File: src/snorm_pkg.sv
// Shared constants, types and tables for the softmax normalizer.
`default_nettype none
package snorm_pkg;

    localparam int MAX_ELEMS = 64;
    localparam int IDX_W     = (MAX_ELEMS > 1) ? $clog2(MAX_ELEMS) : 1;
    localparam int CNT_W     = $clog2(MAX_ELEMS + 1);
    localparam int SCORE_W   = 16;
    localparam int PROB_W    = 16;
    localparam int EXP_W     = 17;
    localparam int SUM_W     = 23;
    localparam int NUM_W     = 34;
    localparam int QUO_W     = 17;
    localparam int DCNT_W    = 5;
    localparam int LOG2E_Q14 = 23637;
    localparam int SHIFT_LIM = 17;

    typedef enum logic [8:0] {
        S_LOAD = 9'b000000001,
        S_RD   = 9'b000000010,
        S_MUL  = 9'b000000100,
        S_INT  = 9'b000001000,
        S_SHF  = 9'b000010000,
        S_ACC  = 9'b000100000,
        S_DLD  = 9'b001000000,
        S_DIV  = 9'b010000000,
        S_OUT  = 9'b100000000
    } state_t;

    typedef struct packed {
        logic accept;
        logic vec_clr;
        logic idx_clr;
        logic idx_inc;
        logic mem_rd;
        logic mul_en;
        logic int_en;
        logic shf_en;
        logic acc_en;
        logic div_start;
        logic div_step;
        logic out_load;
    } cmd_t;

    typedef struct packed {
        logic at_end;
        logic div_done;
        logic out_free;
    } status_t;

    function automatic logic [EXP_W-1:0] pow2_frac(input logic [4:0] k);
        logic [EXP_W-1:0] v;
        case (k)
            5'd0:    v = 17'd65536;
            5'd1:    v = 17'd62804;
            5'd2:    v = 17'd60098;
            5'd3:    v = 17'd57548;
            5'd4:    v = 17'd55109;
            5'd5:    v = 17'd52773;
            5'd6:    v = 17'd50535;
            5'd7:    v = 17'd48393;
            5'd8:    v = 17'd46341;
            5'd9:    v = 17'd44376;
            5'd10:   v = 17'd42495;
            5'd11:   v = 17'd40693;
            5'd12:   v = 17'd38968;
            5'd13:   v = 17'd37316;
            5'd14:   v = 17'd35734;
            5'd15:   v = 17'd34219;
            5'd16:   v = 17'd32768;
            default: v = 17'd32768;
        endcase
        return v;
    endfunction

endpackage
`default_nettype wire

File: src/softmax_normalizer.sv
// Top level of the softmax normalizer: sequencer plus datapath.
//
// Input channel: score (signed Q7.8) and is_last, handshake in_valid/in_stall.
// One word is taken per cycle while a vector loads; up to MAX_ELEMS elements
// are stored, later ones are dropped and reported through overflowed.
// The word with is_last starts the computation; in_stall stays high until
// the final probability has been loaded into the output register.
// Output channel: probability (Q0.16), last_out, overflowed, handshake
// out_valid/out_stall, one word per stored element in input order.
// Per vector: a load pass, then an exponent-sum pass (read, multiply,
// interpolate, shift, accumulate for each element), then a normalize pass
// (the exponent steps again, divider load, divider steps, output load).
// The 17-step restoring divider sets the output rate.
// A stalled output word holds; the next element is computed meanwhile and
// waits until the output register frees.
// Reset clears the vector state; the element store needs no clearing.
`default_nettype none
module softmax_normalizer
    import snorm_pkg::*;
(
    input  wire logic                clk,
    input  wire logic                rst_n,
    input  wire logic                in_valid,
    output logic                     in_stall,
    input  wire logic [SCORE_W-1:0]  score,
    input  wire logic                is_last,
    output logic                     out_valid,
    input  wire logic                out_stall,
    output logic [PROB_W-1:0]        probability,
    output logic                     last_out,
    output logic                     overflowed
);

    cmd_t    cmd;
    status_t status;

    snorm_ctrl u_ctrl (
        .clk      (clk),
        .rst_n    (rst_n),
        .in_valid (in_valid),
        .is_last  (is_last),
        .in_stall (in_stall),
        .status   (status),
        .cmd      (cmd)
    );

    snorm_dp u_dp (
        .clk         (clk),
        .rst_n       (rst_n),
        .score       (score),
        .out_stall   (out_stall),
        .cmd         (cmd),
        .status      (status),
        .probability (probability),
        .last_out    (last_out),
        .overflowed  (overflowed),
        .out_valid   (out_valid)
    );

endmodule
`default_nettype wire

File: src/snorm_ctrl.sv
// Sequencer for load, exponent-sum and normalize passes.
`default_nettype none
module snorm_ctrl
    import snorm_pkg::*;
(
    input  wire logic    clk,
    input  wire logic    rst_n,
    input  wire logic    in_valid,
    input  wire logic    is_last,
    output logic         in_stall,
    input  wire status_t status,
    output cmd_t         cmd
);

    state_t state_reg, state_next;
    logic   pass_reg, pass_next;

    assign in_stall = (state_reg != S_LOAD);

    always_comb
    begin
        state_next = state_reg;
        pass_next  = pass_reg;
        cmd        = '0;
        unique case (state_reg)
            S_LOAD:
            begin
                if (in_valid)
                begin
                    cmd.accept = 1'b1;
                    if (is_last)
                    begin
                        cmd.idx_clr = 1'b1;
                        pass_next   = 1'b0;
                        state_next  = S_RD;
                    end
                end
            end
            S_RD:
            begin
                cmd.mem_rd = 1'b1;
                state_next = S_MUL;
            end
            S_MUL:
            begin
                cmd.mul_en = 1'b1;
                state_next = S_INT;
            end
            S_INT:
            begin
                cmd.int_en = 1'b1;
                state_next = S_SHF;
            end
            S_SHF:
            begin
                cmd.shf_en = 1'b1;
                state_next = pass_reg ? S_DLD : S_ACC;
            end
            S_ACC:
            begin
                cmd.acc_en = 1'b1;
                if (status.at_end)
                begin
                    cmd.idx_clr = 1'b1;
                    pass_next   = 1'b1;
                end
                else
                begin
                    cmd.idx_inc = 1'b1;
                end
                state_next = S_RD;
            end
            S_DLD:
            begin
                cmd.div_start = 1'b1;
                state_next    = S_DIV;
            end
            S_DIV:
            begin
                cmd.div_step = 1'b1;
                if (status.div_done)
                begin
                    state_next = S_OUT;
                end
            end
            S_OUT:
            begin
                if (status.out_free)
                begin
                    cmd.out_load = 1'b1;
                    if (status.at_end)
                    begin
                        cmd.vec_clr = 1'b1;
                        state_next  = S_LOAD;
                    end
                    else
                    begin
                        cmd.idx_inc = 1'b1;
                        state_next  = S_RD;
                    end
                end
            end
            default:
            begin
                state_next = S_LOAD;
            end
        endcase
    end

    always_ff @(posedge clk or negedge rst_n)
    begin
        if (!rst_n)
        begin
            state_reg <= S_LOAD;
            pass_reg  <= 1'b0;
        end
        else
        begin
            state_reg <= state_next;
            pass_reg  <= pass_next;
        end
    end

endmodule
`default_nettype wire

File: src/snorm_dp.sv
// Element store, exponent unit, sum, divider and output word register.
`default_nettype none
module snorm_dp
    import snorm_pkg::*;
(
    input  wire logic                clk,
    input  wire logic                rst_n,
    input  wire logic [SCORE_W-1:0]  score,
    input  wire logic                out_stall,
    input  wire cmd_t                cmd,
    output status_t                  status,
    output logic [PROB_W-1:0]        probability,
    output logic                     last_out,
    output logic                     overflowed,
    output logic                     out_valid
);

    logic [SCORE_W-1:0]  mem [MAX_ELEMS];
    logic [SCORE_W-1:0]  rd_data_reg;
    logic signed [SCORE_W-1:0] max_reg;
    logic [CNT_W-1:0]    count_reg;
    logic                drop_reg;
    logic [IDX_W-1:0]    idx_reg;
    logic [30:0]         prod_reg;
    logic [EXP_W-1:0]    m_reg;
    logic [4:0]          n_reg;
    logic                zero_reg;
    logic [EXP_W-1:0]    e_reg;
    logic [SUM_W-1:0]    sum_reg;
    logic [SUM_W-1:0]    rem_reg;
    logic [QUO_W-1:0]    num_lo_reg;
    logic [QUO_W-1:0]    quo_reg;
    logic [DCNT_W-1:0]   dcnt_reg;
    logic [PROB_W-1:0]   prob_reg;
    logic                last_reg;
    logic                over_reg;
    logic                valid_reg;

    logic                room;
    logic [SCORE_W-1:0]  diff;
    logic [16:0]         u;
    logic [8:0]          n_full;
    logic [3:0]          k;
    logic [3:0]          r;
    logic [EXP_W-1:0]    tk;
    logic [EXP_W-1:0]    tk1;
    logic [EXP_W-1:0]    tdiff;
    logic [15:0]         interp;
    logic [16:0]         interp_rnd;
    logic [NUM_W-1:0]    numer;
    logic [SUM_W:0]      trial;
    logic                qbit;

    assign room = (count_reg < CNT_W'(MAX_ELEMS));

    assign diff       = SCORE_W'($signed(max_reg) - $signed(rd_data_reg));
    assign u          = prod_reg[30:14];
    assign n_full     = u[16:8];
    assign k          = u[7:4];
    assign r          = u[3:0];
    assign tk         = pow2_frac({1'b0, k});
    assign tk1        = pow2_frac(5'({1'b0, k} + 5'd1));
    assign tdiff      = tk - tk1;
    assign interp     = 16'(tdiff[11:0] * r);
    assign interp_rnd = (17'(interp) + 17'd8) >> 4;

    assign numer = {e_reg, 16'd0} + NUM_W'(sum_reg >> 1);
    assign trial = {rem_reg, num_lo_reg[QUO_W-1]};
    assign qbit  = (trial >= {1'b0, sum_reg});

    assign status.at_end   = (CNT_W'(idx_reg) == (count_reg - CNT_W'(1)));
    assign status.div_done = (dcnt_reg == DCNT_W'(QUO_W - 1));
    assign status.out_free = !valid_reg || !out_stall;

    always_ff @(posedge clk)
    begin
        if (cmd.accept && room)
        begin
            mem[count_reg[IDX_W-1:0]] <= score;
        end
        if (cmd.mem_rd)
        begin
            rd_data_reg <= mem[idx_reg];
        end
    end

    always_ff @(posedge clk)
    begin
        if (cmd.mul_en)
        begin
            prod_reg <= 31'(diff * 15'(LOG2E_Q14));
        end
        if (cmd.int_en)
        begin
            m_reg    <= tk - interp_rnd;
            n_reg    <= n_full[4:0];
            zero_reg <= (n_full >= 9'(SHIFT_LIM));
        end
        if (cmd.shf_en)
        begin
            e_reg <= zero_reg ? '0 : (m_reg >> n_reg);
        end
        if (cmd.div_start)
        begin
            rem_reg    <= SUM_W'(numer[NUM_W-1:QUO_W]);
            num_lo_reg <= numer[QUO_W-1:0];
        end
        else if (cmd.div_step)
        begin
            rem_reg    <= qbit ? SUM_W'(trial - {1'b0, sum_reg}) : trial[SUM_W-1:0];
            num_lo_reg <= {num_lo_reg[QUO_W-2:0], 1'b0};
            quo_reg    <= {quo_reg[QUO_W-2:0], qbit};
        end
        if (cmd.out_load)
        begin
            prob_reg <= quo_reg[QUO_W-1] ? '1 : quo_reg[PROB_W-1:0];
            last_reg <= status.at_end;
            over_reg <= drop_reg;
        end
    end

    always_ff @(posedge clk or negedge rst_n)
    begin
        if (!rst_n)
        begin
            max_reg   <= 16'sh8000;
            count_reg <= '0;
            drop_reg  <= 1'b0;
            idx_reg   <= '0;
            sum_reg   <= '0;
            dcnt_reg  <= '0;
            valid_reg <= 1'b0;
        end
        else
        begin
            if (cmd.vec_clr)
            begin
                max_reg   <= 16'sh8000;
                count_reg <= '0;
                drop_reg  <= 1'b0;
                sum_reg   <= '0;
            end
            else
            begin
                if (cmd.accept)
                begin
                    if (room)
                    begin
                        count_reg <= count_reg + CNT_W'(1);
                        if ($signed(score) > max_reg)
                        begin
                            max_reg <= $signed(score);
                        end
                    end
                    else
                    begin
                        drop_reg <= 1'b1;
                    end
                end
                if (cmd.acc_en)
                begin
                    sum_reg <= sum_reg + SUM_W'(e_reg);
                end
            end
            if (cmd.idx_clr || cmd.vec_clr)
            begin
                idx_reg <= '0;
            end
            else if (cmd.idx_inc)
            begin
                idx_reg <= idx_reg + IDX_W'(1);
            end
            if (cmd.div_start)
            begin
                dcnt_reg <= '0;
            end
            else if (cmd.div_step)
            begin
                dcnt_reg <= dcnt_reg + DCNT_W'(1);
            end
            if (cmd.out_load)
            begin
                valid_reg <= 1'b1;
            end
            else if (!out_stall)
            begin
                valid_reg <= 1'b0;
            end
        end
    end

    assign probability = prob_reg;
    assign last_out    = last_reg;
    assign overflowed  = over_reg;
    assign out_valid   = valid_reg;

endmodule
`default_nettype wire

File: config.mk
export PLATFORM = sky130hd
export DESIGN_NAME = softmax_normalizer
export DESIGN_NICKNAME = d
export VERILOG_FILES = /design/src/snorm_pkg.sv /design/src/softmax_normalizer.sv /design/src/snorm_ctrl.sv /design/src/snorm_dp.sv
export SDC_FILE = /design/constraint.sdc
export NUM_CORES = 2
export LEC_CHECK = 0
export ABC_CLOCK_PERIOD_IN_PS = 10950
export BUFFER_PORTS_ARGS = -buffer_cell sky130_fd_sc_hd__buf_2
export CAP_MARGIN = 10
export CORE_MARGIN = 2
export CORE_UTILIZATION = 55
export DETAILED_ROUTE_END_ITERATION = 16
export PLACE_DENSITY = 0.81
export SKIP_CTS_REPAIR_TIMING = 1
export SLEW_MARGIN = 15
export SYNTH_ARGS = -nofsm -noshare
export SYNTH_HDL_FRONTEND = slang
export SYNTH_HIERARCHICAL = 1
export SYNTH_SLANG_ARGS = --single-unit
File: constraint.sdc
create_clock -name clk -period 10.95 [get_ports clk]
set_clock_uncertainty 0.15 [all_clocks]
set_input_delay 0 -clock clk [delete_from_list [all_inputs] [get_ports clk]]
set_output_delay 0 -clock clk [all_outputs]
set_load 0.02 [all_outputs]
# Word level (Yosys, flattened, before mapping)
# Memory sizes are Yosys's and may differ from the RTL's. A register that Yosys moved wholly into a read port is not among the register bits.
# Index checks and enable logic that the tools add are counted.
# op_classes
addsub,12
multipliers,2
n_div,0
magnitude_cmp,4
eq_ne,19
shifts,1
n_mux,57
bitwise,1
reduce_logical,18
# ops
cell,n
9-bit one-hot mux with 9 select lines,1
23-bit 2-to-1 mux,3
17-bit 2-to-1 mux,4
16-bit 2-to-1 mux,4
9-bit 2-to-1 mux,4
33-bit by 22-bit adder with 34-bit output,1
16-bit by 15-bit multiplier with 31-bit output (second input constant),1
1-bit 2-to-1 mux,28
7-bit 2-to-1 mux,4
24-bit by 23-bit greater-or-equal comparator with 1-bit output,1
23-bit by 17-bit adder with 23-bit output,1
23-bit subtractor,1
16-bit by 4-bit adder with 17-bit output (second input constant),1
17-bit by 5-bit >> shifter with 17-bit output,1
17-bit by 13-bit subtractor with 17-bit output,1
16-bit > comparator,1
12-bit by 4-bit multiplier with 16-bit output,1
16-bit subtractor,1
2-bit nonzero test,7
6-bit 2-to-1 mux,2
12-bit subtractor,1
5-bit 2-to-1 mux,2
2-bit != test (second input constant),5
9-bit by 1-bit equality test with 1-bit output (second input constant),1
other kinds (29),37
# totals
ff_bits,215
latchBits,0
ram_bits,1024
mem_bits_ro,816
word_cells,138
n_memories,3
# memory_table
name,depth,word_bits,read_ports,rd_clocked_by_memory_dff,wr,line_no,source
u_dp.mem,64,16,1,1,1,snorm_dp.sv:18,logic [SCORE_W-1:0] mem [MAX_ELEMS];
(name not given),32,17,1,0,0,snorm_pkg.sv:53,case (k)
(name not given),16,17,1,1,0,snorm_pkg.sv:53,

# Depth between registers and ports, before layout
# logic_depth
depth_word,7
ltp_mapped,35
depth_no_buf,35

# By module
# The synthesis kept the hierarchy.
# by_module_without_submodules
module,n_inst,cells_per_inst,area_per_inst_um2,seq_area_each_um2
snorm_dp,1,3539,59007.8,36951.7
snorm_ctrl,1,79,704.4,251.5

# Least setup slack after synthesis
# OpenSTA, ideal clock, no wires.
# synth_timing
kind,register to register
from,register u_dp.max_reg[0]
to,"register, netlist name u_dp/tk[8]"
setup_time_ps,74
arrival_ps,7790
required_ps,10726
setup_slack_ps,2935
stages_incl_launch_ff,35
synth_period_minus_slack_ps,8015
cell_sequence,dfrtp_1 inv_1 ha_1 inv_1 fa_1 a21o_1 a21oi_1 o21bai_1 a21oi_1 o21bai_1 a211oi_1 o31ai_1 a21oi_1 xnor2_1 ha_1 ha_1 inv_1 fa_1 fa_1 inv_1 fa_1 inv_1 fa_1 inv_1 ha_1 inv_1 or4b_4 nand3_1 a211oi_1 xnor2_1 mux2i_1 inv_1 ha_1 mux2_2 o21ai_0
# synth_via
elab_chain_cells,3
# synth_rtl
item,line_no,source
"start, declared",snorm_dp.sv:20,logic signed [SCORE_W-1:0] max_reg;
"start signal, assigned",snorm_dp.sv:152,max_reg <= $signed(score);
16-bit subtractor,snorm_dp.sv:56,assign diff = SCORE_W'($signed(max_reg) - $signed(rd_data_reg));
16-bit by 15-bit multiplier with 31-bit output,snorm_dp.sv:91,prod_reg <= 31'(diff * 15'(LOG2E_Q14));
4-bit 2-to-1 mux (no line),n/a,
# No other way between the ends.
# A chain may end at the register's enable or synchronous reset.

# Worst setup path in the final report
# layout_timing
from,register u_dp.max_reg[0]
to,"register, netlist name u_dp/tk[8]"
# layout_via
elab_chain_cells,3
# layout_rtl
item,line_no
16-bit subtractor,snorm_dp.sv:56
16-bit by 15-bit multiplier with 31-bit output,snorm_dp.sv:91
4-bit 2-to-1 mux (no line),n/a
# No other way between the ends.

==> impl_metrics.csv <==
group,metric,value,unit
clocking,tritoncts,"built",
grt,grt_usage,26.9,%
grt,grt-ovfl-total,0,
floorplanning,die_h,333,um
floorplanning,start_util,55.6,%
setup_path,cpMostUsedCell,"inv_1",
setup_path,timing.rr.start,"u_dp/max_reg[0]",
grt,grt_pass1_vias,34242,
setup_path,endpoint,"u_dp/tk[8]",
setup_path,reg2reg_slack,2.09,ns
timing,min_period_over_period,80.9,%
timing,slew_viol_final,0,
final_layout,syn2layout_area_growth,11.0,%
timing,fin_tns_setup,0,ns
setup_path,cpMaxStageDelayCell,"mux2i_1",
placed_design,port_buffers,40,
setup_path,crit_path_start,"u_dp/max_reg[0]",
logic_synthesis,yosys.area_share.adder,9.13,%
placed_design,place_congestion,0.924,
routing,totalWireLength,148000,um
logic_synthesis,mappedNetlistArea,59700,um^2
routing,via_count,33746,
final_layout,largest_reg_flops,1024,
timing,hold_viol_final,0,
routing,ant_nets,0,
grt,grt_pass1_wl,222000,um
floorplanning,chipWidth,333,um
logic_synthesis,ys_seq_elements,1258,
routing,drc_errors,0,
grt,antenna_found_initial,10,
setup_path,cpPeakStageDelay,0.58,ns
timing,worst_pin_slew,1.15,ns
routing,drt_first_pass_iters,6,
clocking,cts_inserted_buffers,117,
final_layout,final_cells,5273,
logic_synthesis,syn_avg_cell_area,16.5,um^2
timing,fmaxAchievable,113,MHz
logic_synthesis,syn-num-nets,4017,
final_layout,multi_input_comb_area,21000,um^2
floorplanning,core_area,107000,um^2
logic_synthesis,synth-xor-area-share,1.85,%
floorplanning,std_cell_rows,120,
floorplanning,ioPinCount,41,
logic_synthesis,ys_seq_area_share,62.3,%
hold_path,hold_start,"out_stall",
final_layout,seqCellArea,37200,um^2
clocking,ctsLongestPathBuffers,3,
routing,via_per_inst,6.40,
outcome,status,"finished clean",
clocking,clkTransAtPathRegs,0.06,ns
logic_synthesis,synthSimpleGateAreaFrac,5.27,%
hold_path,hold_path_class,"input pin to flip-flop",
routing,wl_per_cell,28.1,um
final_layout,nNetsFinal,4165,
setup_path,required,11.41,ns
logic_synthesis,synth_ff_type,"edfxtp_1",
routing,drt_iter0_drc,4326,
setup_path,endpoint_kind,"flip-flop",
setup_path,cp_max_fo,9,
logic_synthesis,synth_warnings,6,
clocking,cts_sinks,1258,
logic_synthesis,synthCells,3618,
setup_path,crit_type,"flip-flop to flip-flop",
logic_synthesis,yosysTopAreaCellShare,58.6,%
timing,min_period,8.86,ns
final_layout,fill_cells,7180,
clocking,clk_latency,0.75,ns
logic_synthesis,muxShareOfSynthArea,14.4,%
logic_synthesis,synth-async-reset-ratio,5.48,%
logic_synthesis,synth_compound_area_share,4.47,%
setup_path,worstPathArrival,9.32,ns
setup_path,r2r_cells,34,
logic_synthesis,synth_area_leaders,"edfxtp_1 59%, mux4_2 13%, ha_1 5.9%, fa_1 3.2%, dfrtp_1 2.8%",
logic_synthesis,synthDistinctLibCells,96,
placed_design,dp.cells,5027,
placed_design,post-dp-hpwl,87400,um
timing,relSlewSlack,23.2,%
clocking,cts_root_buf,"clkbuf_16",
timing,rsz0062_at_grt,"no",
logic_synthesis,synth_top_family_by_area,"multiplexers",
final_layout,final_layout_size_suffix_gt1_share,20.0,%
timing,setup_viol,0,
clocking,h-tree-depth,3,
setup_path,cp-start-kind,"flip-flop",
grt,grt_max_degree,139,
setup_path,worst_r2r_endpoint,"u_dp/tk[8]",
floorplanning,die-area,111000,um^2
logic_synthesis,synth_top_area_cell,"edfxtp_1",
logic_synthesis,synth_edf_count,1166,
run,drv_cap,0,
-- final cells by class --
type / count / share of cell area [%]
multi-input cells: 1966 / 31.7
clock inverters: 83 / 1.61
diodes: 4 / 0.0151
well taps: 1403 / 2.65
repair buffers: 169 / 1.92
inverters: 254 / 1.44
flip-flops and latches: 1258 / 56.1
clock buffers: 136 / 4.55
-- metrics by stage --
stage	setup WS [ns]	instance area [um^2]	util, %	hold WS, ns
global placement	2.30	62000	57.7	0.0781
finish	2.09	66300	61.8	0.0665
floorplan	2.94	59700	-	-0.446
CTS	2.08	66100	61.5	-0.698
global route	1.46	66300	61.8	0.0792
detailed placement	2.12	62000	57.7	0.0903
-- kinds of logic (layout without fill, tap and decap cells) --
logic type | Yosys count | in the layout
flops | 1258 | 1258
other cells | 0 | 4
buf+inv | 394 | 642
compound gates | 395 | 395
fa+ha+maj | 378 | 378
mux | 434 | 434
xor+xnor | 126 | 126
simple gates | 633 | 633
-- worst min-delay path by stage --
stage / cells past startpoint / slack [ns] / to
final: 4 / 0.07 / u_dp/out_valid
after global routing: 4 / 0.08 / u_dp/out_valid
after CTS: 1 / -0.70 / u_dp/sum_reg[7]
after detailed placement: 1 / 0.09 / u_dp/sum_reg[7]
after global placement: 1 / 0.08 / u_dp/sum_reg[7]
after floorplan: 0 / -0.45 / u_ctrl/pass_reg
-- critical path, delay by kind of cell (launching register included) --
| kind | cells | cell delay [ns] |
|---|---|---|
| adders and majority gates | 10 | 3.82 |
| and+or+nand+nor | 2 | 0.72 |
| muxes | 2 | 0.85 |
| DFF | 1 | 0.40 |
| AOI/OAI and AO/OA | 10 | 1.77 |
| buffers and inverters | 8 | 0.59 |
| xor gates and xnor gates | 2 | 0.47 |
-- Yosys cell counts, types with 50 or more instances --
master	instances
a21oi_1	111
clkbuf_1	96
dfrtp_1	67
edfxtp_1	1166
fa_1	96
ha_1	282
inv_1	247
mux2i_1	70
mux4_2	338
nand2_1	101
nor2_1	238
o21ai_0	63
xnor2_1	76
xor2_1	50
-- routing by layer --
layer / track usage (%) / up-vias / wire, um
met4: 13.0 / 12 / 8120
met1: 34.6 / 16898 / 53300
li1: - / 14318 / -
met3: 5.69 / 481 / 14700
met5: 0 / - / 100
met2: 44.1 / 2037 / 72100
-- placed cells by master, fill, tap and decap left out, types with 36 or more instances in the layout --
cell and instances:
edfxtp_1 1166, mux4_2 338, ha_1 282, inv_1 246, nor2_1 235, clkbuf_16 117
a21oi_1 111, buf_4 105, nand2_1 101, fa_1 96, xnor2_1 76, mux2i_1 70
dfrtp_1 64, o21ai_0 63, xor2_1 50, and2_1 43, buf_2 39, nand3_1 36
a21o_1 36
Power is left out: the tool's default activity adds up to more than one toggle a clock period on the data nets, which glitch-free logic cannot reach.
